`src/design/tga_rle_pkg.sv`:
```
`timescale 1ns / 1ps
// ----------------------------------------------------------------------------
// tga_rle_pkg: shared types and constants of the tga rle pixel decoder
// pixel format codes, register indexes, color word type, 5-bit widening
// ----------------------------------------------------------------------------
package tga_rle_pkg;

  // pixel format codes
  localparam logic [1:0] FMT_INDEX8 = 2'd0;
  localparam logic [1:0] FMT_RGB555 = 2'd1;
  localparam logic [1:0] FMT_BGR24  = 2'd2;
  localparam logic [1:0] FMT_BGRA32 = 2'd3;

  // configuration register indexes
  localparam logic [2:0] REG_PIXEL_FORMAT = 3'd0;
  localparam logic [2:0] REG_ALPHA_ENABLE = 3'd1;
  localparam logic [2:0] REG_ROW_WIDTH    = 3'd2;
  localparam logic [2:0] REG_IMAGE_HEIGHT = 3'd3;
  localparam logic [2:0] REG_MIRROR_X     = 3'd4;
  localparam logic [2:0] REG_BOTTOM_UP    = 3'd5;
  localparam logic [2:0] REG_RLE_ENABLE   = 3'd6;

  localparam logic [7:0] ALPHA_OPAQUE = 8'd255;

  typedef struct packed {
    logic [7:0] index_or_blue;
    logic [7:0] green;
    logic [7:0] red;
    logic [7:0] alpha;
  } pix_color_t;

  // 5-bit channel to 8 bits by bit replication
  function automatic logic [7:0] widen5(input logic [4:0] v);
    widen5 = {v, v[4:2]};
  endfunction

endpackage

```
`src/design/tga_rle_pixel_decoder_top.sv`:
```
`timescale 1ns / 1ps
// ----------------------------------------------------------------------------
// tga_rle_pixel_decoder_top: tga pixel data decoder with rle packets
// takes one pixel data byte per word, gives one word per pixel or repeat run
// ----------------------------------------------------------------------------
// datapath: a byte is registered in the input stage and decoded from there;
//   its result word is then registered in the result register
// throughput: one byte per cycle while the result channel does not stall, set by
//   the single decode stage that updates the packet, byte and position counters
// reset: synchronous active-low rst_n clears all counters, empties both
//   stages and loads the register reset values (24-bit bgr, bottom-up rows)
module tga_rle_pixel_decoder_top
  import tga_rle_pkg::*;
(
  input  logic        clk,
  input  logic        rst_n,
  // configuration write channel
  input  logic        cfg_valid,
  output logic        cfg_ready,
  input  logic [2:0]  cfg_index,
  input  logic [15:0] cfg_data,
  // byte input channel
  input  logic        in_valid,
  output logic        in_ready,
  input  logic [7:0]  in_stream_byte,
  // result channel
  output logic        out_valid,
  input  logic        out_ready,
  output logic [7:0]  out_index_or_blue,
  output logic [7:0]  out_green,
  output logic [7:0]  out_red,
  output logic [7:0]  out_alpha,
  output logic [15:0] out_pos_x,
  output logic [15:0] out_pos_y,
  output logic [7:0]  out_run_count,
  output logic        out_row_end,
  output logic        out_image_end
);

  // configuration registers
  logic [1:0]  pixel_format_r;
  logic        alpha_enable_r;
  logic [15:0] row_width_r;
  logic [15:0] image_height_r;
  logic        mirror_x_r;
  logic        bottom_up_r;
  logic        rle_enable_r;

  // input stage
  logic        s1_valid_r;
  logic [7:0]  s1_byte_r;

  // decode state
  logic [7:0]  repeat_left_r, repeat_left_nxt;
  logic [7:0]  raw_left_r, raw_left_nxt;
  logic [1:0]  byte_phase_r, byte_phase_nxt;
  logic [31:0] pixel_bytes_r, pixel_bytes_nxt;
  logic [15:0] column_count_r, column_count_nxt;
  logic [15:0] row_count_r, row_count_nxt;

  // result register
  logic        out_valid_r;
  pix_color_t  color_r;
  logic [15:0] pos_x_r, pos_y_r;
  logic [7:0]  run_count_r;
  logic        row_end_r, image_end_r;

  // decode signals
  logic        is_header;
  logic        pix_done;
  logic        emit;
  logic        advance;
  logic        out_free;
  logic [31:0] bytes_acc;
  logic [15:0] w_eff, h_eff;
  logic [15:0] remaining;
  logic [7:0]  cnt;
  logic        rend, iend;
  logic [16:0] row_inc;
  logic [15:0] px, py;
  pix_color_t  color;

  // cfg port never stalls; user sends writes only when block is idle, unchecked
  assign cfg_ready = 1'b1;

  // with rle on, a byte at a packet boundary is a header
  assign is_header = rle_enable_r && (repeat_left_r == '0) && (raw_left_r == '0);

  // byte k of the pixel lands at bit 8k, first byte clears the rest
  always_comb begin
    bytes_acc = (byte_phase_r == 2'd0) ? 32'd0 : pixel_bytes_r;
    case (byte_phase_r)
      2'd0:    bytes_acc[7:0]   = s1_byte_r;
      2'd1:    bytes_acc[15:8]  = s1_byte_r;
      2'd2:    bytes_acc[23:16] = s1_byte_r;
      2'd3:    bytes_acc[31:24] = s1_byte_r;
      default: bytes_acc[7:0]   = s1_byte_r;
    endcase
  end

  // pixel completes once phase reaches the byte count minus one
  assign pix_done = !is_header && !(byte_phase_r < pixel_format_r);
  assign emit     = pix_done;

  assign out_free = !out_valid_r || out_ready;
  assign advance  = s1_valid_r && (out_free || !emit);
  assign in_ready = !s1_valid_r || advance;

  tga_rle_unpack u_unpack (
    .fmt       (pixel_format_r),
    .alpha_en  (alpha_enable_r),
    .pix_bytes (bytes_acc),
    .color     (color)
  );

  // zero width or height acts as one
  assign w_eff = (row_width_r == '0) ? 16'd1 : row_width_r;
  assign h_eff = (image_height_r == '0) ? 16'd1 : image_height_r;

  // pixels left in the row, one when the column ran past a lowered width
  assign remaining = (column_count_r < w_eff) ? (w_eff - column_count_r) : 16'd1;

  // repeat run is clipped to the row
  always_comb begin
    cnt = 8'd1;
    if (rle_enable_r && (repeat_left_r != '0)) begin
      if ({8'd0, repeat_left_r} < remaining) cnt = repeat_left_r;
      else cnt = remaining[7:0];
    end
  end

  assign rend    = ({8'd0, cnt} >= remaining);
  assign row_inc = {1'b0, row_count_r} + 17'd1;
  assign iend    = rend && (row_inc >= {1'b0, h_eff});

  // screen position with both flips
  assign px = mirror_x_r ? (w_eff - 16'd1 - column_count_r) : column_count_r;
  assign py = bottom_up_r ? (h_eff - 16'd1 - row_count_r) : row_count_r;

  // next decode state
  always_comb begin
    repeat_left_nxt  = repeat_left_r;
    raw_left_nxt     = raw_left_r;
    byte_phase_nxt   = byte_phase_r;
    pixel_bytes_nxt  = pixel_bytes_r;
    column_count_nxt = column_count_r;
    row_count_nxt    = row_count_r;
    if (is_header) begin
      // header byte opens a repeat or raw packet
      if (s1_byte_r[7]) repeat_left_nxt = {1'b0, s1_byte_r[6:0]} + 8'd1;
      else raw_left_nxt = s1_byte_r + 8'd1;
      byte_phase_nxt  = 2'd0;
      pixel_bytes_nxt = '0;
    end else begin
      pixel_bytes_nxt = bytes_acc;
      if (!pix_done) begin
        byte_phase_nxt = byte_phase_r + 2'd1;
      end else begin
        byte_phase_nxt = 2'd0;
        if (rle_enable_r && (repeat_left_r != '0)) begin
          repeat_left_nxt = '0;
        end else if (rle_enable_r && (raw_left_r != '0)) begin
          raw_left_nxt = raw_left_r - 8'd1;
        end else begin
          // rle off: stale packet counters are dropped
          repeat_left_nxt = '0;
          raw_left_nxt    = '0;
        end
        if (rend) begin
          // packets are cut off at the end of the row
          column_count_nxt = '0;
          repeat_left_nxt  = '0;
          raw_left_nxt     = '0;
          row_count_nxt    = iend ? 16'd0 : row_inc[15:0];
        end else begin
          column_count_nxt = column_count_r + {8'd0, cnt};
        end
      end
    end
  end

  // config registers and control state
  always_ff @(posedge clk) begin
    if (!rst_n) begin
      pixel_format_r <= FMT_BGR24;
      alpha_enable_r <= 1'b0;
      row_width_r    <= 16'd1;
      image_height_r <= 16'd1;
      mirror_x_r     <= 1'b0;
      bottom_up_r    <= 1'b1;
      rle_enable_r   <= 1'b0;
      s1_valid_r     <= 1'b0;
      out_valid_r    <= 1'b0;
      repeat_left_r  <= '0;
      raw_left_r     <= '0;
      byte_phase_r   <= '0;
      pixel_bytes_r  <= '0;
      column_count_r <= '0;
      row_count_r    <= '0;
    end else begin
      if (cfg_valid && cfg_ready) begin
        case (cfg_index)
          REG_PIXEL_FORMAT: pixel_format_r <= cfg_data[1:0];
          REG_ALPHA_ENABLE: alpha_enable_r <= cfg_data[0];
          REG_ROW_WIDTH:    row_width_r    <= cfg_data;
          REG_IMAGE_HEIGHT: image_height_r <= cfg_data;
          REG_MIRROR_X:     mirror_x_r     <= cfg_data[0];
          REG_BOTTOM_UP:    bottom_up_r    <= cfg_data[0];
          REG_RLE_ENABLE:   rle_enable_r   <= cfg_data[0];
          default: begin
          end
        endcase
      end
      // input stage fills on accept, drains on advance
      if (in_valid && in_ready) s1_valid_r <= 1'b1;
      else if (advance) s1_valid_r <= 1'b0;
      // result word held until taken
      if (advance && emit) out_valid_r <= 1'b1;
      else if (out_ready) out_valid_r <= 1'b0;
      if (advance) begin
        repeat_left_r  <= repeat_left_nxt;
        raw_left_r     <= raw_left_nxt;
        byte_phase_r   <= byte_phase_nxt;
        pixel_bytes_r  <= pixel_bytes_nxt;
        column_count_r <= column_count_nxt;
        row_count_r    <= row_count_nxt;
      end
    end
  end

  // payload registers
  always_ff @(posedge clk) begin
    if (in_valid && in_ready) s1_byte_r <= in_stream_byte;
    if (advance && emit) begin
      color_r     <= color;
      pos_x_r     <= px;
      pos_y_r     <= py;
      run_count_r <= cnt;
      row_end_r   <= rend;
      image_end_r <= iend;
    end
  end

  assign out_valid         = out_valid_r;
  assign out_index_or_blue = color_r.index_or_blue;
  assign out_green         = color_r.green;
  assign out_red           = color_r.red;
  assign out_alpha         = color_r.alpha;
  assign out_pos_x         = pos_x_r;
  assign out_pos_y         = pos_y_r;
  assign out_run_count     = run_count_r;
  assign out_row_end       = row_end_r;
  assign out_image_end     = image_end_r;

endmodule

```
`src/design/tga_rle_unpack.sv`:
```
`timescale 1ns / 1ps
// ----------------------------------------------------------------------------
// tga_rle_unpack: pixel byte unpacker
// turns the gathered pixel bytes into index/blue, green, red and alpha
// ----------------------------------------------------------------------------
module tga_rle_unpack
  import tga_rle_pkg::*;
(
  input  logic [1:0]  fmt,
  input  logic        alpha_en,
  input  logic [31:0] pix_bytes,
  output pix_color_t  color
);

  logic [15:0] c555;

  assign c555 = pix_bytes[15:0];

  always_comb begin
    color.index_or_blue = pix_bytes[7:0];
    color.green         = pix_bytes[15:8];
    color.red           = pix_bytes[23:16];
    color.alpha         = ALPHA_OPAQUE;
    case (fmt)
      FMT_INDEX8: begin
        color.green = '0;
        color.red   = '0;
      end
      FMT_RGB555: begin
        color.index_or_blue = widen5(c555[4:0]);
        color.green         = widen5(c555[9:5]);
        color.red           = widen5(c555[14:10]);
      end
      FMT_BGR24: begin
      end
      FMT_BGRA32: begin
        if (alpha_en) color.alpha = pix_bytes[31:24];
      end
      default: begin
      end
    endcase
  end

endmodule

```
`config.mk`:
```
export PLATFORM = sky130hd
export DESIGN_NAME = tga_rle_pixel_decoder_top
export DESIGN_NICKNAME = d
export VERILOG_FILES = /design/src/design/tga_rle_pkg.sv /design/src/design/tga_rle_pixel_decoder_top.sv /design/src/design/tga_rle_unpack.sv
export SDC_FILE = /design/constraint.sdc
export NUM_CORES = 1
export LEC_CHECK = 0
export ABC_AREA = 1
export BUFFER_PORTS_ARGS = -buffer_cell sky130_fd_sc_hd__buf_4
export CAP_MARGIN = 10
export CORE_MARGIN = 2
export CORE_UTILIZATION = 60
export CTS_CLUSTER_SIZE = 40
export DETAILED_ROUTE_END_ITERATION = 6
export GPL_TIMING_DRIVEN = 0
export PLACE_DENSITY_LB_ADDON = 0.12
export SETUP_SLACK_MARGIN = 0.15
export SLEW_MARGIN = 20
export SYNTH_ARGS = -nofsm -noshare
export SYNTH_HDL_FRONTEND = slang
export SYNTH_SLANG_ARGS = --single-unit
export TNS_END_PERCENT = 5
```
`constraint.sdc`:
```
create_clock -name clk -period 13.7 [get_ports clk]
set_clock_uncertainty 0.2 [all_clocks]
set_input_delay 1.37 -clock clk [delete_from_list [all_inputs] [get_ports clk]]
set_output_delay 1.37 -clock clk [all_outputs]
set_load 0.01 [all_outputs]
```
Word level (Yosys, flattened, before mapping)
Index checks and enable logic that the tools add are counted.

Bits in latches: 0. Memories: 0. RAM bits: 0. Output and inout port bits: 77. Flip-flop bits (word level): 204. Input port bits: 32. Bits in read-only memories: 0. Word-level logic and storage cells: 133.

Bitwise logic cells: 1. Order comparisons: 5. Shift-type cells: 0. Multiplexer cells: 35. Equal/unequal tests: 15. Reduce and logical (&&, ||, !) cells: 41. Multipliers: 0. Divide/modulo/power cells: 0. Add/sub/neg operators: 11.

Operators by type and width (count): two-way mux 8 bit (19); two-way mux 16 bit (7); two-way mux 32 bit (2); subtractor 16 bit (3); zero test 16 bit (2); case mux 16 bit (2 select lines) (1); subtractor 16 x 1 -> 16 bit (second input constant) (2); adder 16 x 1 -> 17 bit (second input constant) (1); greater-or-equal comparator 17 x 16 -> 1 bit (1); adder 16 x 8 -> 16 bit (1); greater-or-equal comparator 8 x 16 -> 1 bit (1); zero test 8 bit (2); less-than comparator 16 bit (1); less-than comparator 8 x 16 -> 1 bit (1); AND reduction 2 bit (8); nonzero test 8 bit (2); AND reduction 4 bit (3); == test 3 bit (second input constant) (3); logical AND 1 bit (9); adder 7 x 1 -> 8 bit (second input constant) (1); adder 8 x 1 -> 8 bit (second input constant) (1); subtractor 8 x 1 -> 8 bit (second input constant) (1); == test 2 bit (second input constant) (3); == test 3 x 2 -> 1 bit (second input constant) (2); 16 further kinds (31).

Longest topological paths before layout
Gate-level depths: netlist of the first run.

Depth in word-level cells: 11. Gate-level depth with buffers: 43. Gate-level depth less buffers: 41.

Modules after synthesis
Synthesis of the first run repeated with hierarchy kept, for this count alone.

Cell total of the unflattened synthesis: 1727. Area total of the unflattened synthesis: 12672.2 sq um.

Modules (own cells, without submodules): tga_rle_pixel_decoder_top (instances 1, sequential area each 4904.7 sq um, cells an instance 1638, area each 12240.5 sq um); tga_rle_unpack (instances 1, sequential area each 0.0 sq um, cells an instance 89, area each 431.7 sq um).

Worst setup path after synthesis of the first run
No wires, ideal clock.

Path kind: flip-flop to flip-flop. From: register row_width_r[11]. To: register column_count_r[5]. Setup time: 0.073 ns. Setup slack: 8.462 ns. Cell stages (with the launch flop): 38. Clock period less this slack: 5.238 ns. Data required time: 13.427 ns. Arrival time: 4.965 ns. Buffers on the path: 3. Path through: dfxtp_1 nor4_1 and2_1 a21oi_1 ha_1 inv_1 fa_1 nand3_1 nand3_1 nand2_1 nand2_1 nand2_1 nand2_1 and2_1 buf_4 nand3_1 ha_1 a21oi_1 [... 2 more ...] nand2_2 buf_4 a21oi_1 nor2_1 ha_1 a21boi_0 o21bai_1 nand2_1 nand2_1 nand2_1 nand2_1 nand2_1 nand2_1 nand3b_1 nand2_4 buf_2 nand4_1 a21oi_1.

Cells in the longest elaborated chain, start to end: 9. Elaborated cells between the ends (all ways): 11. Those cells by class: add/sub: 2; order compare: 3; mux: 5; reduce/logical: 1.

RTL lines: start, declared (RTL line tga_rle_pixel_decoder_top.sv:43) `logic [15:0] row_width_r;`; start signal, assigned (RTL line tga_rle_pixel_decoder_top.sv:205) `REG_ROW_WIDTH: row_width_r <= cfg_data;`; zero test 16 bit (RTL line tga_rle_pixel_decoder_top.sv:117) `assign w_eff = (row_width_r == '0) ? 16'd1 : row_width_r;`; two-way mux 16 bit * (RTL line tga_rle_pixel_decoder_top.sv:117); subtractor 16 bit or less-than comparator 16 bit (tied branches) (RTL line tga_rle_pixel_decoder_top.sv:121) `assign remaining = (column_count_r < w_eff) ? (w_eff - column_count_r) : 16'd1;`; two-way mux 16 bit * (RTL line tga_rle_pixel_decoder_top.sv:121); less-than comparator 8 x 16 -> 1 bit (RTL line tga_rle_pixel_decoder_top.sv:127) `if ({8'd0, repeat_left_r} < remaining) cnt = repeat_left_r;`; two-way mux 8 bit * (RTL line tga_rle_pixel_decoder_top.sv:127); two-way mux 8 bit * (RTL line tga_rle_pixel_decoder_top.sv:126) `if (rle_enable_r && (repeat_left_r != '0)) begin`; via cnt[1] (RTL line tga_rle_pixel_decoder_top.sv:77) `logic [7:0] cnt;`; adder 16 x 8 -> 16 bit or greater-or-equal comparator 8 x 16 -> 1 bit (tied branches) (RTL line tga_rle_pixel_decoder_top.sv:176, tga_rle_pixel_decoder_top.sv:132); two-way mux 16 bit * (RTL line tga_rle_pixel_decoder_top.sv:169) `if (rend) begin`; end signal, assigned (RTL line tga_rle_pixel_decoder_top.sv:225) `column_count_r <= column_count_nxt;`; end, declared (RTL line tga_rle_pixel_decoder_top.sv:58) `logic [15:0] column_count_r, column_count_nxt;`.

The timed path passes the listed nets; every way through them passes the cells marked *. A chain may end at the register's enable or synchronous reset.

Worst setup path in the final report of the first run
From: register row_width_r[11]. To: register column_count_r[15].

The elaborated chain is that of the path after synthesis.

==> out/summary.txt, run 1 <==
Post-CTS sizing: 0
CTS root buf: clkbuf_16
# fillers: 1,765
Die Y-Extent: 148.9 um
Top cell by count, worst path: nand2_1
Fin crit share: 0.4732
Via count: 11,785
Max Clk Rate: 154.3 MHz
Seq/Total Area, Yosys: 0.3894
H-tree depth: 1
# rows: 53
Post-synth EDFFs: 82
PwrDens: 110.1 nW/um2
Clock tree buffer depth: 3
Max-Cap Viols: 0
Hold Path Origin: pixel_bytes_r[11]
Sink Count: 204
Worst setup EP type: flip-flop
Post-CTS Setup Inserts: 0
Mean Syn Cell Area: 7.263 um2
Synth unique cells: 53
Clock latency on the worst-skew pair: 0.54 ns
Max FO, Critical Path: 10
Final net count: 1,981
CTS tree: built
Vias in the first global route: 10,796
First-pass GRT wire length: 51.90 mm
DRT Wirelength: 32.45 mm
Port Buffers: 106
Mapped Area: 12,590 um2
DRC viols: 2
WS Path Type: flip-flop to flip-flop
HPWL after DPL: 24.47 mm
Core area: 20,820 um2
Routed Antenna Nets: 0
Initial DRC Count: 953
Gr usage total: 0.2881
ANT cells: 0
Final design utilization: 0.6974
GRT Residual Overflow: 0
# IOs: 109
Routability-driven placement congestion ratio: 0.9281
Leak: 0.006532 uW
Yosys reg bits: 204
Setup TNS: 0 ns
Worst Path Required: 13.92 ns
Die W: 148.9 um
Peak VDD IR: 97.13 uV
Status: complete, but fails checks
Cts hold-fix bufs: 0
RSZ-0062 raised after global routing: no
# setup viols final: 0
Delay of the slowest critical-path stage: 0.44 ns
Worst-path clk slew: 0.06 ns
Async set-reset flop share out of synthesis: 0
Failing checks: design-rule violations
Reg2Reg Launch Point: row_width_r[11]
Layout cells sized above 1: 0.1036
Critical path arrival: 6.70 ns
Antenna violations before repair: 0
Cts bufs inserted: 23
Routed WL per cell: 15.04 um
Vias per cell: 5.464
Crit path launch type: flip-flop
Die Area: 22,170 um2
Pins Over Slew Limit: 0
Syn-to-layout area delta: 15.30%
Slowest CP cell: a21boi_0
Crit path launch: row_width_r[11]
Final hold vios: 0
DR pass1 iterations: 7
HP Class: flip-flop to flip-flop
Warnings, synthesis: 0
Register area: 4905 um2
Post-synthesis cell count: 1,734
Multi-input logic area: 6416 um2
Crit path time final: 6.482 ns
Initial core utilization: 0.6049
Largest net degree at the start of global routing: 56
Tightest Pin Transition: 0.6000 ns
Slew Limit Headroom: 0.5985
Synth Net Count: 1,849
Top FF cell, synth: dfxtp_1
cells in the final DEF (no fill, tap or decap), types with 24 or more instances in the layout:
cell type / instances
xor2_1: 41
ha_1: 79
buf_4: 109
a21oi_1: 122
clkbuf_1: 68
inv_1: 234
edfxtp_1: 82
nand3_1: 122
nor2_1: 156
nand2_1: 413
o21ai_0: 141
clkbuf_16: 24
dfxtp_1: 122
cells by family (layout without fill, tap and decap cells):
logic type | after synthesis | after routing | synth area share
compound gates | 304 | 304 | 0.1303
xor+xnor | 45 | 45 | 0.03129
fa+ha+maj | 83 | 83 | 0.08484
buf+inv | 324 | 472 | 0.1011
flops | 204 | 204 | 0.3894
other cells | 1 | 1 | 0.0002977
simple gates | 773 | 773 | 0.2627
cell type report:
class                           instances  share of cell area
Multi-Input combinational cell       1206              0.4418
Sequential cell                       204              0.3378
Inverter                              240             0.06212
Buffer                                 84             0.02585
Tap cell                              275             0.02369
Timing Repair Buffer                  107             0.05669
Clock buffer                           28             0.04446
Clock inverter                         13            0.007582
worst max-delay path, delay by kind of cell (launching register included):
kind / cells / cell delay [ns]
simple gates: 19 / 2.52
compound gates: 7 / 1.47
flops: 1 / 0.32
buf+inv: 3 / 0.51
fa+ha+maj: 4 / 1.21
xor+xnor: 1 / 0.16
metrics by stage:
stage                     setup WS (ns)  area, um2  hold slack, ns  std cells  power [uW]
final                             7.218      14520          0.2624       2157        1599
after global routing              6.711      14520          0.2771       2157        1669
after CTS                         7.395      14520          0.2617       2157        1602
after detailed placement          7.444      13770          0.2517       2116       987.9
after global placement            7.398      13730          0.2489       2115       980.7
after floorplan                   8.462      12590          0.2392       1734       903.8
path summary, 6_finish.rpt:
path / endpoint / slack, ns / cells past startpoint
min: pixel_bytes_r[11] / 0.26 / 2
max reg2reg: column_count_r[15] / 7.22 / 34
max: column_count_r[15] / 7.22 / 34
min reg2reg: pixel_bytes_r[11] / 0.26 / 2
routing by layer:
layer	global-route usage	vias up	share of wire	routed length, um
met3	0.04006	98	0.065	2108
li1	-	5920	-	-
met2	0.4714	401	0.46	14900
met4	0.1138	0	0.039	1259
met1	0.3878	5366	0.44	14180
met5	0	-	0	0
report_power, final:
part,switching (uW),internal (uW),total (uW)
Combinational,209,110,319
Clock,260,357,617
Sequential,10.4,652,663
flip-flops by register name (all words and copies together) (netlist names), 16 cells and up:
| signal | count |
|---|---|
| row_count_r | 16 |
| row_width_r | 16 |
| out_pos_y | 16 |
| out_pos_x | 16 |
| pixel_bytes_r | 32 |
| column_count_r | 16 |
| image_height_r | 16 |
synth_stat cells, types with 5 or more instances:
cell type  instances  area, um2
nand2_1          413       1550
inv_1            234      878.3
nor2_1           156      585.6
o21ai_0          141      705.7
a21oi_1          122      610.6
dfxtp_1          122       2442
nand3_1          122      610.6
edfxtp_1          82       2462
ha_1              79      988.5
clkbuf_1          68      255.2
xor2_1            41      359.1
nand4_1           18      112.6
nor4_1            16      100.1
nor3_1            11      55.05
nor2_2             7      43.79
o22ai_1            7      43.79
and2_1             6      37.54
buf_2              6      30.03
nand2_2            6      37.54
a31oi_1            5      31.28
or2_2              5      31.28
No activity file was read; power rests on OpenSTA's default activity.
==> run 2: changes to the inputs <==
Settings changed: ABC_AREA 1 to 0.
Clock period 13.7 ns to 6.2 ns, I/O delays scaled along.
==> run 2 against run 1 <==
Effect of this change: the flow finishes with violations (negative setup slack); wire length rose by 6.1%; sequential cell count did not move; utilization rose by 5.1 points; area after synthesis fell by 4.8%; sequential share of layout area fell by 0.066 points; die area fell by 4.6%; sequential power rose by 120%; clock power rose by 120%; power rose by 100%; worst setup slack got worse by 7.5 ns.
==> out/summary.txt, run 2 <==
Final hold vios: 0
Met1 Usage GRT: 0.4050
# setup viols final: 35
Hold Slack: 0.08050 ns
Worst setup EP type: flip-flop
Routed Antenna Nets: 0
Delay of the slowest critical-path stage: 0.43 ns
Combinational share of power: 0.152
Max-Cap Viols: 0
DR pass1 iterations: 5
Commonest non-fill, non-tap cells in the layout: nand2_1, buf_4, a21oi_1
Max Clk Rate: 154.3 MHz
PwrDens: 223.9 nW/um2
Clock tree buffer depth: 3
Clock latency on the worst-skew pair: 0.52 ns
Sink Count: 204
Cts hold-fix bufs: 0
Slowest CP cell: a311oi_2
Largest reg by FF count: pixel_bytes_r
Largest net degree at the start of global routing: 57
Fin crit share: 1.045
Pins Over Slew Limit: 0
Async set-reset flop share out of synthesis: 0
Synth Net Count: 1,484
Synth top area cells: edfxtp_1, dfxtp_1, ha_1, a21oi_1, nand2_1
Clock power frac: 0.410
Syn-to-layout area delta: 21.76%
Gr usage total: 0.3124
Routed WL per cell: 19.01 um
Post-Synth XOR/XNOR Area: 0.04381
Port Buffers: 106
WS Path Type: flip-flop to flip-flop
Multiplexer share of the synthesized area: 0.02587
Crit path time final: 6.481 ns
Die Area: 21,140 um2
DRC viols: 0
Final Worst Setup Slack: -0.2808 ns
Core area: 19,530 um2
Layout cells sized above 1: 0.1933
Initial DRC Count: 846
Multi-input logic area: 6770 um2
Slew Limit Headroom: 0.2772
Commonest non-fill, non-tap cell in the layout: nand2_1
R2r setup slk: -0.28 ns
Max FFs per register: 32
Via count: 11,042
DRT Wirelength: 34.44 mm
GR Layer Usage met2: 0.5232
Peak VDD IR: 245.0 uV
Max FO, Critical Path: 7
ANT cells: 0
Post-synth EDFFs: 82
Int Power: 2411 uW
GR Util met3: 0.06614
Yosys reg bits: 204
Final net count: 1,645
CTS tree: built
# rows: 51
Overall Power: 3270 uW
Top cell by count, worst path: a21oi_2
Routability-driven placement congestion ratio: 0.9204
Worst Path Required: 6.43 ns
Cts bufs inserted: 23
Vias in the first global route: 10,829
Sw Pwr: 858.7 uW
Critical path arrival: 6.72 ns
GR peak layer: met2
Tightest Pin Transition: 1.075 ns
GRT Residual Overflow: 0
HP Class: primary input to flip-flop
Post-Synth Simple-Gate Area: 0.1840
RSZ-0062 raised after global routing: yes
Die W: 145.4 um
Compound-cell area share of the yosys netlist: 0.1866
Synth unique cells: 76
Die Y-Extent: 145.4 um
Mean Syn Cell Area: 8.762 um2
Mapped Area: 12,000 um2
Vias per cell: 6.094
Failing checks: negative setup slack
Top cell type's share of synthesized area: 0.2053
Sequential share of power: 0.438
Worst-path clk slew: 0.06 ns
Crit path launch type: flip-flop
Most frequent cell after synthesis: nand2_1
H-tree depth: 1
# fillers: 1,455
CTS root buf: clkbuf_16
Antenna violations before repair: 0
Warnings, synthesis: 0
First-pass GRT wire length: 54.28 mm
Register area: 4923 um2
Seq/Total Area, Yosys: 0.4089
Post-synthesis cell count: 1,369
HPWL after DPL: 24.26 mm
Leak: 0.005482 uW
Yosys top cell by area: edfxtp_1
Synth cell count leaders: nand2_1, a21oi_1, dfxtp_1
Switching Share: 0.2626
# IOs: 109
Largest family of logic cells by synthesized area: compound AO/OA/AOI/OAI gates
Status: complete, but fails checks
Synth Area in Adders: 0.08908
Top FF cell, synth: dfxtp_1
Initial core utilization: 0.6143
[run 2: cell count changes in the layout (fill, tap and decap cells not counted), sizes merged, moves of 23 or more]
cell / previous run / this run
xnor2: 4 / 42
nand2: 423 / 177
nor2: 163 / 72
buf: 123 / 158
nand3: 124 / 43
clkbuf: 96 / 119
o21ai: 142 / 85
xor2: 41 / 18
a21o: 1 / 35
inv: 242 / 73
[run 2: power groups by stage]
stage	registers (uW)	clock network (uW)	logic, uW
6_report	1430	1340	497
3_3_place_gp	1460	0	403
4_1_cts	1430	1350	459
2_1_floorplan	1460	0	283
5_1_grt	1430	1400	532
3_5_place_dp	1460	0	412
[run 2: worst max-delay path: cells and delay by family (launching register included)]
kind            cells  cell delay, ns
buf+inv             4            0.40
compound gates     16            3.16
fa+ha+maj           5            1.31
simple gates        6            0.70
mux                 1            0.25
flops               1            0.36
[run 2: per-layer routing]
metal | part of all wire | vias up
met3 | 0.078 | 91
li1 | - | 5197
met1 | 0.41 | 5278
met4 | 0.028 | 0
met5 | 0 | -
met2 | 0.48 | 476
[run 2: worst paths after layout]
kind                     startpoint                  to  cells after the start
setup / recovery    row_width_r[14]  column_count_r[14]                     32
hold reg to reg    pixel_bytes_r[9]    pixel_bytes_r[9]                      2
hold / removal    in_stream_byte[5]        s1_byte_r[5]                      1
setup reg to reg    row_width_r[14]  column_count_r[14]                     32
[run 2: repair_timing]
| item | in CTS | in global routing |
|---|---|---|
| pin swaps | 35 | 35 |
| setup buffers | 18 | 10 |
| resized for setup | 76 | 50 |
| setup endpoints to repair | 42 | 42 |
| cloned | 1 | 0 |
[run 2: through the flow]
step / TNS [ns] / instance area (um2) / worst slack, ns / utilization / cells
finish: -4.268 / 14610 / -0.2808 / 0.7480 / 1812
CTS: -0.2683 / 14320 / -0.05388 / 0.7336 / 1802
global route: -12.22 / 14610 / -0.4201 / 0.7480 / 1812
floorplan: 0 / 12000 / 0.2505 / - / 1369
global placement: -70.31 / 13120 / -1.421 / 0.6720 / 1740
detailed placement: -50.91 / 13160 / -1.584 / 0.6740 / 1741
[run 2: kinds of logic after synthesis]
logic type / Yosys count
DFF: 204
muxes: 21
buffers and inverters: 182
adders and majority gates: 83
and+or+nand+nor: 453
AOI/OAI and AO/OA: 365
xor gates and xnor gates: 60
other: 1
[run 2: cell type report]
class                   instances  share of cell area
plain buffers                 109             0.03427
clock buffers                  32             0.04309
clock inverters                10            0.007110
inverters                      73             0.01902
multi-input cells             983              0.4635
flip-flops and latches        204              0.3371
well taps                     265             0.02270
repair buffers                136             0.07316
==> run 3: changes to the inputs <==
Settings changed: BUFFER_PORTS_ARGS -buffer_cell sky130_fd_sc_hd__buf_4 to -buffer_cell sky130_fd_sc_hd__clkbuf_2.
Clock period 6.2 ns to 6.8 ns, I/O delays scaled along.
==> run 3 against run 2 <==
Effect of this change: the flow now finishes without violations; sequential share of layout area increased by 1.1 points; critical path depth decreased by 2; fmax decreased by 2.3%; sequential power decreased by 8%; worst setup slack improved by 0.45 ns; sequential cell count unchanged; via count decreased by 1.7%; final area decreased by 3.2%; first-iteration DRC count increased by 22%; power decreased by 8.0%; largest power group unchanged.
==> out/summary.txt, run 3 (same netlist as run 2, synthesis figures left out) <==
Final design utilization: 0.7241
Final hold vios: 0
# IOs: 109
First-pass GRT wire length: 52.50 mm
Clock latency on the worst-skew pair: 0.54 ns
Reg2Reg Launch Point: row_width_r[12]
Vias in the first global route: 10,221
Port Buffers: 106
CTS root buf: clkbuf_16
PwrDens: 212.7 nW/um2
Slew Limit Headroom: 0.3346
RSZ-0062 raised after global routing: yes
Fin cells: 1,804
Layout cells sized above 1: 0.1684
Max FO, Critical Path: 10
Critical path arrival: 6.85 ns
Sink Count: 204
Vias per cell: 6.016
Die Y-Extent: 145.4 um
WS Path Type: flip-flop to flip-flop
Largest net degree at the start of global routing: 55
Max FFs per register: 32
Delay of the slowest critical-path stage: 0.37 ns
Routed Antenna Nets: 0
# fillers: 1,496
Crit path time final: 6.634 ns
Worst-path clk slew: 0.06 ns
Die Area: 21,140 um2
Max-Cap Viols: 0
Routed WL per cell: 18.52 um
Design area: 14,140 um2
Routability-driven placement congestion ratio: 0.9266
# rows: 51
H-tree depth: 1
DRC viols: 0
Commonest non-fill, non-tap cell in the layout: nand2_1
Tightest Pin Transition: 0.9896 ns
Via count: 10,853
Die W: 145.4 um
Crit path launch type: flip-flop
Post-DP Area: 12,890 um2
Max Clk Rate: 150.7 MHz
Hold Path Origin: in_stream_byte[5]
Dpl ws: -0.8835 ns
Commonest non-fill, non-tap cells in the layout: nand2_1, a21oi_1, dfxtp_1
Final net count: 1,635
Pins Over Slew Limit: 0
Cts bufs inserted: 24
CTS tree: built
DR pass1 iterations: 6
Initial DRC Count: 1,030
# setup viols final: 0
HP Class: primary input to flip-flop
Initial core utilization: 0.6143
Leak: 0.005340 uW
Cts hold-fix bufs: 0
Syn-to-layout area delta: 17.87%
Core area: 19,530 um2
GRT Residual Overflow: 0
Slowest CP cell: dfxtp_2
Antenna violations before repair: 1
Largest reg by FF count: pixel_bytes_r
Fin crit share: 0.9757
Crit path launch: row_width_r[12]
Final Worst Setup Slack: 0.1655 ns
Clock tree buffer depth: 3
Gr usage total: 0.3027
Cell count after placement: 1,741
Worst Path Required: 7.02 ns
HPWL after DPL: 23.52 mm
DRT Wirelength: 33.42 mm
Peak VDD IR: 208.6 uV
Worst setup EP type: flip-flop
Status: finished clean
[run 3: final timing paths]
path / slack, ns / depth (start not counted) / endpoint
worst max-delay path: 0.17 / 30 / raw_left_r[3]
worst min-delay path: 0.12 / 1 / s1_byte_r[5]
worst max register to register: 0.17 / 30 / raw_left_r[3]
worst min register to register: 0.27 / 2 / pixel_bytes_r[14]
[run 3: layout make-up]
class | count | area, um2 | area share
Antenna cell | 1 | 2.502 | 0.0001770
Buffer | 109 | 480.5 | 0.03398
Clock buffer | 37 | 753.2 | 0.05327
Clock inverter | 7 | 51.30 | 0.003628
Inverter | 73 | 274.0 | 0.01938
Multi-Input combinational cell | 984 | 6644 | 0.4699
Sequential cell | 204 | 4918 | 0.3479
Tap cell | 265 | 331.6 | 0.02345
Timing Repair Buffer | 124 | 683.2 | 0.04832
[run 3: through the flow]
stage | power, uW | setup TNS (ns) | hold slack, ns
global route | 3106 | -0.7743 | 0.1092
detailed placement | 1699 | -23.46 | 0.2546
floorplan | 1590 | 0 | 0.2324
CTS | 2985 | 0 | 0.1070
finish | 3007 | 0 | 0.1227
global placement | 1693 | -20.32 | 0.2393
[run 3: repair_timing]
| action | CTS | global route |
|---|---|---|
| setup endpoints to repair | 42 | 40 |
| pin swaps | 4 | 22 |
| resized for setup | 17 | 57 |
| setup buffers | 3 | 14 |
| cloned | 1 | 0 |
[run 3: power breakdown]
group / switching, uW / internal [uW] / leakage (uW) / total, uW
combinational: 259 / 157 / 0.00323 / 416
clock: 519 / 766 / 0.000400 / 1280
sequential: 14.0 / 1290 / 0.00171 / 1310
total: 792 / 2220 / 0.00534 / 3010
[run 3: critical path, delay by kind of cell (launching register included)]
| family | cells | cell delay, ns |
|---|---|---|
| AOI/OAI and AO/OA | 14 | 3.06 |
| and+or+nand+nor | 5 | 1.05 |
| buffers and inverters | 7 | 1.02 |
| adders and majority gates | 3 | 0.65 |
| DFF | 1 | 0.37 |
| xor gates and xnor gates | 1 | 0.17 |
[run 3: per-layer routing]
| layer | global-route usage | vias to the layer above | wire, um |
|---|---|---|---|
| met3 | 0.06176 | 88 | 2628 |
| met2 | 0.4877 | 427 | 15410 |
| met4 | 0.1005 | 0 | 1017 |
| met5 | 0 | - | 0 |
| met1 | 0.4111 | 5141 | 14360 |
| li1 | - | 5197 | - |
